### src/sv/ckey_pkg.sv
// shared types, constants and cell position functions for the key square builder
// no dependencies
package ckey_pkg;

  localparam int unsigned Letters = 26;
  localparam int unsigned Cells   = 25;
  localparam int unsigned Side    = 5;
  localparam int unsigned LetterJ = 9;

  typedef logic [4:0] letter_t;
  typedef logic [4:0] cell_t;
  typedef logic [2:0] pos_t;

  typedef enum logic [1:0] {
    ACT_ADD    = 2'd0,
    ACT_FILL   = 2'd1,
    ACT_LOOKUP = 2'd2,
    ACT_NONE   = 2'd3
  } action_e;

  typedef enum logic [6:0] {
    ST_IDLE = 7'b0000001,
    ST_ADD  = 7'b0000010,
    ST_FILL = 7'b0000100,
    ST_LKA  = 7'b0001000,
    ST_LKB  = 7'b0010000,
    ST_LKO1 = 7'b0100000,
    ST_LKO2 = 7'b1000000
  } state_e;

  // one write and one read port of the cell store
  typedef struct packed {
    logic    we;
    letter_t waddr;
    cell_t   wdata;
    logic    re;
    letter_t raddr;
  } mem_req_t;

  function automatic pos_t cell_row(cell_t c);
    pos_t r;
    if (c >= cell_t'(4 * Side)) begin
      r = 3'd4;
    end else if (c >= cell_t'(3 * Side)) begin
      r = 3'd3;
    end else if (c >= cell_t'(2 * Side)) begin
      r = 3'd2;
    end else if (c >= cell_t'(Side)) begin
      r = 3'd1;
    end else begin
      r = 3'd0;
    end
    return r;
  endfunction

  function automatic pos_t cell_col(cell_t c);
    cell_t base;
    cell_t rem;
    base = cell_t'(cell_row(c)) * cell_t'(Side);
    rem  = c - base;
    return rem[2:0];
  endfunction

endpackage

### src/sv/ckey_mem.sv
// cell store: cell index of each placed letter, one write and one registered read
// depends on ckey_pkg
module ckey_mem (
  input  logic               clk_i,
  input  ckey_pkg::mem_req_t req_i,
  output ckey_pkg::cell_t    rdata_o
);

  ckey_pkg::cell_t mem_q [ckey_pkg::Letters];
  ckey_pkg::cell_t rdata_q;

  always_ff @(posedge clk_i) begin
    if (req_i.we) begin
      mem_q[req_i.waddr] <= req_i.wdata;
    end
    if (req_i.re) begin
      rdata_q <= mem_q[req_i.raddr];
    end
  end

  assign rdata_o = rdata_q;

endmodule

### src/sv/ckey_ctrl.sv
// sequencer for add, fill and lookup, used-letter set, fill count and output register
// depends on ckey_pkg; drives the cell store in ckey_mem
module ckey_ctrl (
  input  logic               clk_i,
  input  logic               rst_ni,
  input  logic               in_valid_i,
  output logic               in_ready_o,
  input  logic [15:0]        in_data_i,
  output logic               out_valid_o,
  input  logic               out_ready_i,
  output logic [15:0]        out_data_o,
  output logic               out_last_o,
  output ckey_pkg::mem_req_t mem_req_o,
  input  ckey_pkg::cell_t    rdata_i
);

  ckey_pkg::state_e  state_q, state_d;
  ckey_pkg::letter_t a_q, a_d, b_q, b_d, scan_q, scan_d;
  ckey_pkg::cell_t   filled_q, filled_d, ca_q, ca_d;
  logic [ckey_pkg::Letters-1:0] used_q, used_d;
  logic ha_q, ha_d, hb_q, hb_d;
  logic ov_q, ov_d, ol_q, ol_d;
  logic [15:0] od_q, od_d;

  logic out_free, full, a_ok, b_ok, used_a, used_b, b_first;
  logic emit, e_last, place;
  ckey_pkg::letter_t e_let, p_let;
  ckey_pkg::cell_t   e_cell;
  ckey_pkg::action_e act;

  assign out_free = !ov_q || out_ready_i;
  assign full     = filled_q == ckey_pkg::cell_t'(ckey_pkg::Cells);
  assign a_ok     = a_q < ckey_pkg::letter_t'(ckey_pkg::Letters);
  assign b_ok     = b_q < ckey_pkg::letter_t'(ckey_pkg::Letters);
  assign used_a   = a_ok && used_q[a_q];
  assign used_b   = b_ok && used_q[b_q];
  assign act      = ckey_pkg::action_e'(in_data_i[1:0]);
  // data register holds the second letter's cell during the output states
  assign b_first  = hb_q && (!ha_q || (ca_q > rdata_i));

  always_comb begin
    state_d   = state_q;
    a_d       = a_q;
    b_d       = b_q;
    scan_d    = scan_q;
    filled_d  = filled_q;
    ca_d      = ca_q;
    used_d    = used_q;
    ha_d      = ha_q;
    hb_d      = hb_q;
    in_ready_o = 1'b0;
    emit      = 1'b0;
    e_last    = 1'b0;
    e_let     = a_q;
    e_cell    = filled_q;
    place     = 1'b0;
    p_let     = a_q;
    mem_req_o = '0;

    case (state_q)
      ckey_pkg::ST_IDLE: begin
        in_ready_o = 1'b1;
        if (in_valid_i) begin
          a_d    = in_data_i[6:2];
          b_d    = in_data_i[11:7];
          scan_d = '0;
          case (act)
            ckey_pkg::ACT_ADD:    state_d = ckey_pkg::ST_ADD;
            ckey_pkg::ACT_FILL:   state_d = ckey_pkg::ST_FILL;
            ckey_pkg::ACT_LOOKUP: state_d = ckey_pkg::ST_LKA;
            default:              state_d = ckey_pkg::ST_IDLE;
          endcase
        end
      end
      ckey_pkg::ST_ADD: begin
        if (!a_ok || a_q == ckey_pkg::letter_t'(ckey_pkg::LetterJ) || used_a || full) begin
          state_d = ckey_pkg::ST_IDLE;
        end else if (out_free) begin
          place   = 1'b1;
          emit    = 1'b1;
          e_last  = 1'b1;
          state_d = ckey_pkg::ST_IDLE;
        end
      end
      ckey_pkg::ST_FILL: begin
        // the square fills up exactly when every letter but j is used
        if (full) begin
          state_d = ckey_pkg::ST_IDLE;
        end else if (scan_q == ckey_pkg::letter_t'(ckey_pkg::LetterJ) || used_q[scan_q]) begin
          scan_d = scan_q + 5'd1;
        end else if (out_free) begin
          place  = 1'b1;
          p_let  = scan_q;
          emit   = 1'b1;
          e_let  = scan_q;
          e_last = filled_q == ckey_pkg::cell_t'(ckey_pkg::Cells - 1);
          scan_d = scan_q + 5'd1;
          if (e_last) begin
            state_d = ckey_pkg::ST_IDLE;
          end
        end
      end
      ckey_pkg::ST_LKA: begin
        ha_d = used_a;
        hb_d = used_b && (b_q != a_q);
        mem_req_o.re    = used_a;
        mem_req_o.raddr = a_q;
        if (!used_a && !(used_b && (b_q != a_q))) begin
          state_d = ckey_pkg::ST_IDLE;
        end else begin
          state_d = ckey_pkg::ST_LKB;
        end
      end
      ckey_pkg::ST_LKB: begin
        ca_d            = rdata_i;
        mem_req_o.re    = hb_q;
        mem_req_o.raddr = b_q;
        state_d         = ckey_pkg::ST_LKO1;
      end
      ckey_pkg::ST_LKO1: begin
        if (out_free) begin
          emit   = 1'b1;
          e_let  = b_first ? b_q : a_q;
          e_cell = b_first ? rdata_i : ca_q;
          e_last = !(ha_q && hb_q);
          state_d = (ha_q && hb_q) ? ckey_pkg::ST_LKO2 : ckey_pkg::ST_IDLE;
        end
      end
      ckey_pkg::ST_LKO2: begin
        if (out_free) begin
          emit    = 1'b1;
          e_let   = b_first ? a_q : b_q;
          e_cell  = b_first ? ca_q : rdata_i;
          e_last  = 1'b1;
          state_d = ckey_pkg::ST_IDLE;
        end
      end
      default: begin
        state_d = ckey_pkg::ST_IDLE;
      end
    endcase

    // writes happen only in add and fill, reads only in lookup: no overlap
    if (place) begin
      mem_req_o.we    = 1'b1;
      mem_req_o.waddr = p_let;
      mem_req_o.wdata = filled_q;
      used_d          = used_q | (ckey_pkg::Letters'(1) << p_let);
      filled_d        = filled_q + 5'd1;
    end
  end

  always_comb begin
    ov_d = ov_q;
    od_d = od_q;
    ol_d = ol_q;
    if (emit) begin
      ov_d = 1'b1;
      od_d = {5'd0, ckey_pkg::cell_col(e_cell), ckey_pkg::cell_row(e_cell), e_let};
      ol_d = e_last;
    end else if (out_ready_i) begin
      ov_d = 1'b0;
    end
  end

  always_ff @(posedge clk_i or negedge rst_ni) begin
    if (!rst_ni) begin
      state_q  <= ckey_pkg::ST_IDLE;
      used_q   <= '0;
      filled_q <= '0;
      ov_q     <= 1'b0;
    end else begin
      state_q  <= state_d;
      used_q   <= used_d;
      filled_q <= filled_d;
      ov_q     <= ov_d;
    end
  end

  always_ff @(posedge clk_i) begin
    a_q    <= a_d;
    b_q    <= b_d;
    scan_q <= scan_d;
    ca_q   <= ca_d;
    ha_q   <= ha_d;
    hb_q   <= hb_d;
    od_q   <= od_d;
    ol_q   <= ol_d;
  end

  assign out_valid_o = ov_q;
  assign out_data_o  = od_q;
  assign out_last_o  = ol_q;

endmodule

### src/sv/cipher_key_square_builder.sv
// Add: idle takes the input and the add state registers the result; lookup reads the cells in
// LKA and LKB, then emits from LKO1 and, if both letters are placed, from LKO2; fill scans
// one letter per cycle while the output is free. Throughput: one item at a time; lookup rate
// is set by the single read port of the cell store, fill rate by the one-letter-per-cycle scan.
// Reset (rst_ni low, asynchronous): used letters and fill count cleared, output empty;
// the cell store is not cleared and is read only for letters already placed.
// top level: key square builder; depends on ckey_pkg, ckey_ctrl, ckey_mem
module cipher_key_square_builder (
  input  logic        clk_i,
  input  logic        rst_ni,
  input  logic        s_axis_tvalid_i,
  output logic        s_axis_tready_o,
  input  logic [15:0] s_axis_tdata_i,   // action[1:0], letter[6:2], second_letter[11:7]
  output logic        m_axis_tvalid_o,
  input  logic        m_axis_tready_i,
  output logic [15:0] m_axis_tdata_o,   // placed_letter[4:0], row[7:5], column[10:8]
  output logic        m_axis_tlast_o
);

  ckey_pkg::mem_req_t mem_req;
  ckey_pkg::cell_t    mem_rdata;

  ckey_ctrl u_ctrl (
    .clk_i       (clk_i),
    .rst_ni      (rst_ni),
    .in_valid_i  (s_axis_tvalid_i),
    .in_ready_o  (s_axis_tready_o),
    .in_data_i   (s_axis_tdata_i),
    .out_valid_o (m_axis_tvalid_o),
    .out_ready_i (m_axis_tready_i),
    .out_data_o  (m_axis_tdata_o),
    .out_last_o  (m_axis_tlast_o),
    .mem_req_o   (mem_req),
    .rdata_i     (mem_rdata)
  );

  ckey_mem u_mem (
    .clk_i   (clk_i),
    .req_i   (mem_req),
    .rdata_o (mem_rdata)
  );

endmodule

### config.mk
export PLATFORM = sky130hd
export DESIGN_NAME = cipher_key_square_builder
export DESIGN_NICKNAME = d
export VERILOG_FILES = /design/src/sv/ckey_pkg.sv /design/src/sv/ckey_mem.sv /design/src/sv/ckey_ctrl.sv /design/src/sv/cipher_key_square_builder.sv
export SDC_FILE = /design/constraint.sdc
export NUM_CORES = 1
export LEC_CHECK = 0
export CAP_MARGIN = 20
export CORE_MARGIN = 4
export CORE_UTILIZATION = 30
export CTS_CLUSTER_DIAMETER = 40
export DETAILED_ROUTE_END_ITERATION = 10
export DONT_BUFFER_PORTS = 1
export GPL_TIMING_DRIVEN = 0
export PLACE_DENSITY = 0.51
export SYNTH_ARGS = -nofsm -noshare
export SYNTH_HDL_FRONTEND = slang
export SYNTH_SLANG_ARGS = --single-unit
### constraint.sdc
create_clock -name clk_i -period 4.61 [get_ports clk_i]
set_input_delay 0.2305 -clock clk_i [delete_from_list [all_inputs] [get_ports clk_i]]
set_output_delay 0.2305 -clock clk_i [all_outputs]
set_load 0.02 [all_outputs]
## After elaboration in Yosys (flattened, before gate mapping)

Memory sizes are Yosys's and may differ from the RTL's. A register that Yosys moved wholly into a read port is not among the register bits.
Index checks and enable logic that the tools add are counted.

- Reductions and logical operators: 25
- $lt $le $gt $ge: 10
- Muxes and demuxes: 60
- Shifts and indexed selects: 1
- $add $sub $neg: 3
- Eq/ne operators: 21
- Multipliers: 1
- Bitwise logic cells: 1

Operator list:

| cell | number |
|---|---|
| 2-to-1 mux 5 bit | 17 |
| 2-to-1 mux 7 bit | 9 |
| case mux 7 bit (7 select lines) | 1 |
| OR 26 bit | 1 |
| left shift 1 x 5 -> 26 bit (first input constant) | 1 |
| case mux 5 bit (2 select lines) | 2 |
| less-than comparator 5 x 6 -> 1 bit (second input constant) | 3 |
| 2-to-1 mux 1 bit | 17 |
| binary-select mux 1 bit (select 5 bit) | 3 |
| case mux 5 bit (3 select lines) | 1 |
| 2-to-1 mux 3 bit | 4 |
| case mux 4 bit (3 select lines) | 1 |
| case mux 6 bit (2 select lines) | 1 |
| 2-to-1 mux 11 bit | 1 |
| adder 5 x 1 -> 5 bit (second input constant) | 2 |
| equality test 5 x 4 -> 1 bit (second input constant) | 2 |
| equality test 5 bit (second input constant) | 2 |
| >= comparator 5 x 4 -> 1 bit (second input constant) | 2 |
| less-than comparator 5 bit (second input constant) | 2 |
| != test 3 x 1 -> 1 bit (second input constant) | 3 |
| equality test 7 x 1 -> 1 bit (second input constant) | 1 |
| equality test 7 x 2 -> 1 bit (second input constant) | 1 |
| equality test 7 x 3 -> 1 bit (second input constant) | 1 |
| equality test 7 x 4 -> 1 bit (second input constant) | 1 |
| 26 further kinds | 43 |

- Register bits: 73
- Input bits: 20
- Memory bits (writable): 130
- Memories: 1
- Output and inout port bits: 19

Memories:

| name | depth | width | read ports | clocked after Yosys merged registers in | wr ports | RTL line | text |
|---|---|---|---|---|---|---|---|
| u_mem.mem_q | 26 | 5 | 1 | 1 | 1 | ckey_mem.sv:9 | `ckey_pkg::cell_t mem_q [ckey_pkg::Letters];` |

## Longest topological paths before layout

- Depth after elaboration: 14
- Depth in mapped cells: 15
- Depth with buffers taken out: 14

## Hierarchy

A second synthesis with hierarchy kept.

- Cells, all modules: 740
- Area, all modules: 10157.2 um2

By module, submodules not included:

| module | instances | cells each | sequential area each (um2) | area each (um2) |
|---|---|---|---|---|
| ckey_mem | 1 | 314 | 4053.9 | 5416.4 |
| ckey_ctrl | 1 | 426 | 1998.2 | 4740.8 |

## Least setup slack after synthesis

OpenSTA, ideal clock, no wires.

- Kind: register to register
- From: register u_ctrl.ca_q[2]
- To: register u_ctrl.od_q[10], in the netlist u_ctrl.out_data_o[10] (data pin)
- Setup time: 0.266 ns
- Data arrival time: 3.275 ns
- Slack: 1.069 ns
- Cell stages (with the launch flop): 15
- Data required time: 4.344 ns
- Path buffers: 1
- Path through: edfxtp_1 > ha_1 > nand4_1 > o221a_2 > o21ai_0 > a21oi_1 > a221oi_1 > clkbuf_1 > maj3_1 > nand3_1 > o21ai_1 > ha_1 > inv_1 > fa_1 > xor2_1

- Cells in the longest elaborated chain, start to end: 14
- Elaborated cells between the ends (all ways): 19
- Classes of those cells: add/sub (1); mul (1); order compare (5); mux (10); reduce/logical (2)

RTL lines:

| what | RTL line | text |
|---|---|---|
| from (decl) | ckey_ctrl.sv:19 | `ckey_pkg::cell_t filled_q, filled_d, ca_q, ca_d;` |
| from (signal assigned) | ckey_ctrl.sv:184 | `ca_q <= ca_d;` |
| > comparator 5 bit | ckey_ctrl.sv:39 | `assign b_first = hb_q && (!ha_q \|\| (ca_q > rdata_i));` |
| logical OR 1 bit | ckey_ctrl.sv:39 |  |
| logical AND 1 bit | ckey_ctrl.sv:39 |  |
| 2-to-1 mux 5 bit, on equally long branches | ckey_ctrl.sv:133, ckey_ctrl.sv:124 |  |
| 2-to-1 mux 5 bit, on equally long branches | ckey_ctrl.sv:130, ckey_ctrl.sv:121 |  |
| case mux 5 bit (2 select lines) * | ckey_ctrl.sv:60 | `case (state_q)` |
| >= comparator 5 x 3 -> 1 bit | ckey_pkg.sv:48 | `end else if (c >= cell_t'(Side)) begin` |
| 2-to-1 mux 1 bit | ckey_pkg.sv:48 |  |
| 2-to-1 mux 3 bit | ckey_pkg.sv:46 | `end else if (c >= cell_t'(2 * Side)) begin` |
| 2-to-1 mux 3 bit | ckey_pkg.sv:44 | `end else if (c >= cell_t'(3 * Side)) begin` |
| 2-to-1 mux 3 bit | ckey_pkg.sv:42 | `if (c >= cell_t'(4 * Side)) begin` |
| 2-to-1 mux 3 bit | ckey_ctrl.sv:157 | `if (emit) begin` |
| multiplier 3 x 3 -> 3 bit | ckey_pkg.sv:59 | `base = cell_t'(cell_row(c)) * cell_t'(Side);` |
| subtractor 3 bit * | ckey_pkg.sv:60 | `rem = c - base;` |
| to (signal assigned) | ckey_ctrl.sv:187 | `od_q <= od_d;` |
| to (decl) | ckey_ctrl.sv:23 | `logic [15:0] od_q, od_d;` |

Mark *: on every way between the ends. The rest lies on a longest branch, timed or not. The select of a mux whose other input is x is not followed.
A chain may end at the register's enable or synchronous reset.

## Worst setup path in the final report

- From: register u_ctrl.scan_q[1]
- To: memory u_mem.mem_q[19][0] in the netlist's numbering (enable)

- Cells in the longest elaborated chain, start to end: 9
- Elaborated cells between the ends (all ways): 14
- Classes of those cells: eq/ne (1); mux (12); reduce/logical (1)

RTL lines:

| what | RTL line | text |
|---|---|---|
| from (decl) | ckey_ctrl.sv:18 | `ckey_pkg::letter_t a_q, a_d, b_q, b_d, scan_q, scan_d;` |
| from (signal assigned) | ckey_ctrl.sv:183 | `scan_q <= scan_d;` |
| binary-select mux 1 bit (select 5 bit) | ckey_ctrl.sv:89 | `end else if (scan_q == ckey_pkg::letter_t'(ckey_pkg::LetterJ) \|\| used_q[scan_q]) begin` |
| 2-to-1 mux 1 bit (implied by the code) | ckey_ctrl.sv:89 |  |
| logical OR 1 bit | ckey_ctrl.sv:89 |  |
| 2-to-1 mux 1 bit | ckey_ctrl.sv:89 |  |
| 2-to-1 mux 1 bit | ckey_ctrl.sv:87 | `if (full) begin` |
| case mux 1 bit (2 select lines) | ckey_ctrl.sv:60 |  |
| 2-to-1 mux 11 bit * | ckey_ctrl.sv:144 | `if (place) begin` |
| 2-to-1 mux 1 bit | ckey_mem.sv:13 | `if (req_i.we) begin` |
| 2-to-1 mux 1 bit (implied by the code) | ckey_mem.sv:14 | `mem_q[req_i.waddr] <= req_i.wdata;` |
| to (decl) | ckey_mem.sv:9 |  |

Marks and branches as above.

==> metrics.md <==
| Metric | Value |
|---|---|
| Synth Register Bits | 208 |
| Via count | 7216 |
| Synth area leaders | edfxtp_1 (50%), dfrtp_1 (9.4%), nor2_1 (5.2%), nand2_1 (3.5%), mux4_2 (2.9%) |
| Die width | 192 um |
| RSZ-0062 raised after global routing | no |
| Final min period | 4270 ps |
| Post-layout worst setup margin | 336 ps |
| Clk Latency, worst-skew pair | 510 ps |
| Number of synthesized flops with an enable pin | 169 |
| Die Ht | 192 um |
| First-pass GRT wire length | 43400 um |
| Buf/Inv on CP | 3 |
| CTS Root Cell | clkbuf_16 |
| CP Launch Type | register |
| Yosys top cell area share | 0.499 |
| Asr flop ratio synth | 0.188 |
| Clock slew at reported path FFs | 50 ps |
| Crit-path max cell delay | 590 ps |
| Core area | 33400 um^2 |
| Largest net degree at the start of global routing | 40 |
| Synth Area in XOR/XNOR | 0.0129 |
| GRT Total Usage | 0.153 |
| Kind of capture point of the worst setup path | register |
| Count leader, synth | edfxtp_1 |
| Mux cell area share after synthesis | 0.0539 |
| Post-CTS Setup Bufs | 0 |
| # diodes | 0 |
| Synthesized area | 10200 um^2 |
| CTS H-tree lvls | 2 |
| Die ar. | 36900 um^2 |
| Cell Int Power | 4.36 mW |
| Fin nets | 952 |
| Max Fanout on Critical Path | 10 |
| Clock sink count | 208 |
| Fin. Hold Viols | 0 |
| DRC viols | 0 |
| Initial antenna violation count | 0 |
| Congestion Overflow GR | 0 |
| DRT iter0 DRCs | 622 |
| Critical path type | register to register |
| Input/output buffers | 0 |
| ANT nets after route | 0 |
| Ys flop type | edfxtp_1 |
| Routed length per instance | 20.2 um |
| Vias in the first global route | 7220 |
| Detailed Routing Iterations Pass 1 | 7 |
| Static leakage | 4.22 nW |
| Least-Margin Pin Slew | 1030 ps |
| Sequential share of the synthesized area | 0.596 |
| Required time of the critical path | 4740 ps |
| Net Sw Power | 1.80 mW |
| Synth Area per Inst | 11.9 um^2 |
| Status | complete, no violations |
| Switching part of the total power | 0.292 |
| Max-cap violations | 0 |
| # setup viols final | 0 |
| Critical path's slowest cell | nor2_1 |
| Worst-case clock buffer depth | 3 |
| Routed WL | 28100 um |
| Slew Limit Fails | 0 |
| TritonCTS clock tree | yes |
| Row count | 67 |
| Drt via density | 5.18 |
| Final Total Pwr | 6.16 mW |
| Peak VDD IR | 241 uV |
| Largest family of logic cells by synthesized area | simple AND/OR/NAND/NOR gates |
| Global placement routability congestion | 0.856 |
| Pwr per Cell Area | 503 nW/um^2 |
| Post-synthesis adder-cell area fraction | 0.0165 |
| Layout cells sized above 1 | 0.146 |
| Worst Path Arrival | 4410 ps |
| Post-synthesis compound-gate area fraction | 0.121 |
| IO Count | 39 |
| Netlist cell types | 81 |
| Fin crit share | 0.927 |
| Final Core Density | 0.366 |
| TritonCTS Buffers | 36 |
| Top cell family by delay on the critical path | buffers and inverters |
| Placed wire-length estimate | 19700 um |
| Post-Place Worst Slack | 337 ps |
| Post-CTS Hold Buffers | 15 |
| CTS resizes | 0 |
| Clk pwr share | 0.425 |
| Biggest area consumer among synthesized cells | edfxtp_1 |
| Seq pwr share | 0.380 |
| Post-synth top cells | edfxtp_1 (169), nor2_1 (141), nand2_1 (95), nand3_1 (47), dfrtp_1 (38) |
| Slew headroom | 0.308 |
| Inst Count DP | 1315 |
| Logic pwr share | 0.195 |
| Final non-filler cell total | 1394 |
| Initial Util | 0.304 |
| Post-Synth Simple-Gate Area | 0.169 |
| Syn-to-layout area delta | 20.4% |
| Design area | 12200 um^2 |
| HP Class | primary input to register |
| F_max | 0.234 GHz |
| Post-Syn Instances | 857 |
| Worst Clk Skew | 21.7 ps |
| Post-DP Area | 10900 um^2 |
| Ys Warns | 0 |
| Critical Path, Cell by Cell | buf_1, inv_1, ha_1, or2_2, o22ai_1, mux2i_1, a211oi_2, clkbuf_1, a21oi_1, nor2_1 |
| Filler Cell Count | 3250 |
==> final cells by class <==
type / count / area [um^2] / area share
Clock buffer: 51 / 1050 / 0.0857
Timing Repair Buffer: 21 / 273 / 0.0223
Multi-Input combinational cell: 581 / 3830 / 0.313
Clock inverter: 13 / 148 / 0.0121
Tap cell: 448 / 561 / 0.0458
Inverter: 16 / 60.1 / 0.00491
Sequential cell: 208 / 6050 / 0.495
Buffer: 56 / 258 / 0.0211
==> power by group through the flow <==
stage                     Combinational [mW]  Clock, mW  Sequential (mW)
after floorplan                        0.865          0             2.32
after global placement                  1.15          0             2.37
after detailed placement                1.17          0             2.37
after CTS                               1.20       2.67             2.33
after global routing                    1.31       2.76             2.35
final                                   1.20       2.62             2.34
==> state kept, by name, summed over array words and instances (netlist names), 7 cells and up <==
signal / count
u_mem.mem_q: 130
u_ctrl.state_q: 7
u_ctrl.used_q: 26
u_ctrl.out_data_o: 11
==> worst paths after layout <==
check | startpoint | end | slack (ps) | cells after the start
min in group asynchronous | rst_ni | u_ctrl.filled_q[0] | 270 | 2
hold / removal | s_axis_tdata_i[1] | u_ctrl.state_q[0] | 80 | 3
max in group asynchronous | rst_ni | u_ctrl.state_q[0] | 4070 | 2
setup reg to reg | u_ctrl.scan_q[1] | u_mem.mem_q[19][0] | 340 | 10
hold reg to reg | u_mem.rdata_o[1] | u_ctrl.ca_q[1] | 470 | 0
setup / recovery | u_ctrl.scan_q[1] | u_mem.mem_q[19][0] | 340 | 10
==> metrics by stage <==
stage                     TNS, ps  hold slack [ps]
final                           0             82.4
after global routing            0              127
after CTS                       0             59.3
after detailed placement        0            -62.8
after global placement     -68210            -62.6
after floorplan                 0            -65.1
==> tightest hold or removal path, stage by stage <==
cell and delay, ps:
a311o_1 170, a221oi_1 60, nor2_1 80
==> layer usage <==
layer  vias to the layer above  GRT usage  share of wire
met5                         -          0              0
met4                         0     0.0466          0.023
met3                        51     0.0367          0.070
met2                       273      0.242           0.46
met1                      3549      0.209           0.45
li1                       3343          -              -
==> placed cells by master (no fill, tap or decap), types with 5 or more instances in the layout <==
cell type / count
a21oi_1: 25
dfrtp_1: 38
and3_1: 11
conb_1: 5
nor3_1: 8
nand3_1: 47
buf_1: 8
nor2_1: 139
xor2_1: 5
a22o_1: 5
o211ai_1: 32
mux4_1: 6
edfxtp_1: 169
clkbuf_1: 32
mux4_2: 13
a221o_1: 8
a211oi_1: 8
inv_1: 15
nor2b_1: 8
a22oi_1: 11
clkbuf_16: 37
o21ai_0: 18
nor2_2: 7
clkbuf_8: 7
dlygate4sd3_1: 14
buf_2: 17
ha_1: 11
nand2_1: 95
buf_4: 5
a31o_1: 5
xnor2_1: 10
mux2i_1: 6
a311oi_1: 5
==> logic make-up (layout without fill, tap and decap cells) <==
family | count (synthesis) | in the layout
and+or+nand+nor | 360 | 360
DFF | 208 | 208
AOI/OAI and AO/OA | 160 | 160
buffers and inverters | 72 | 157
muxes | 28 | 28
xor gates and xnor gates | 15 | 15
adders and majority gates | 13 | 13
other | 1 | 5
Power figures use the tool's default switching activity.
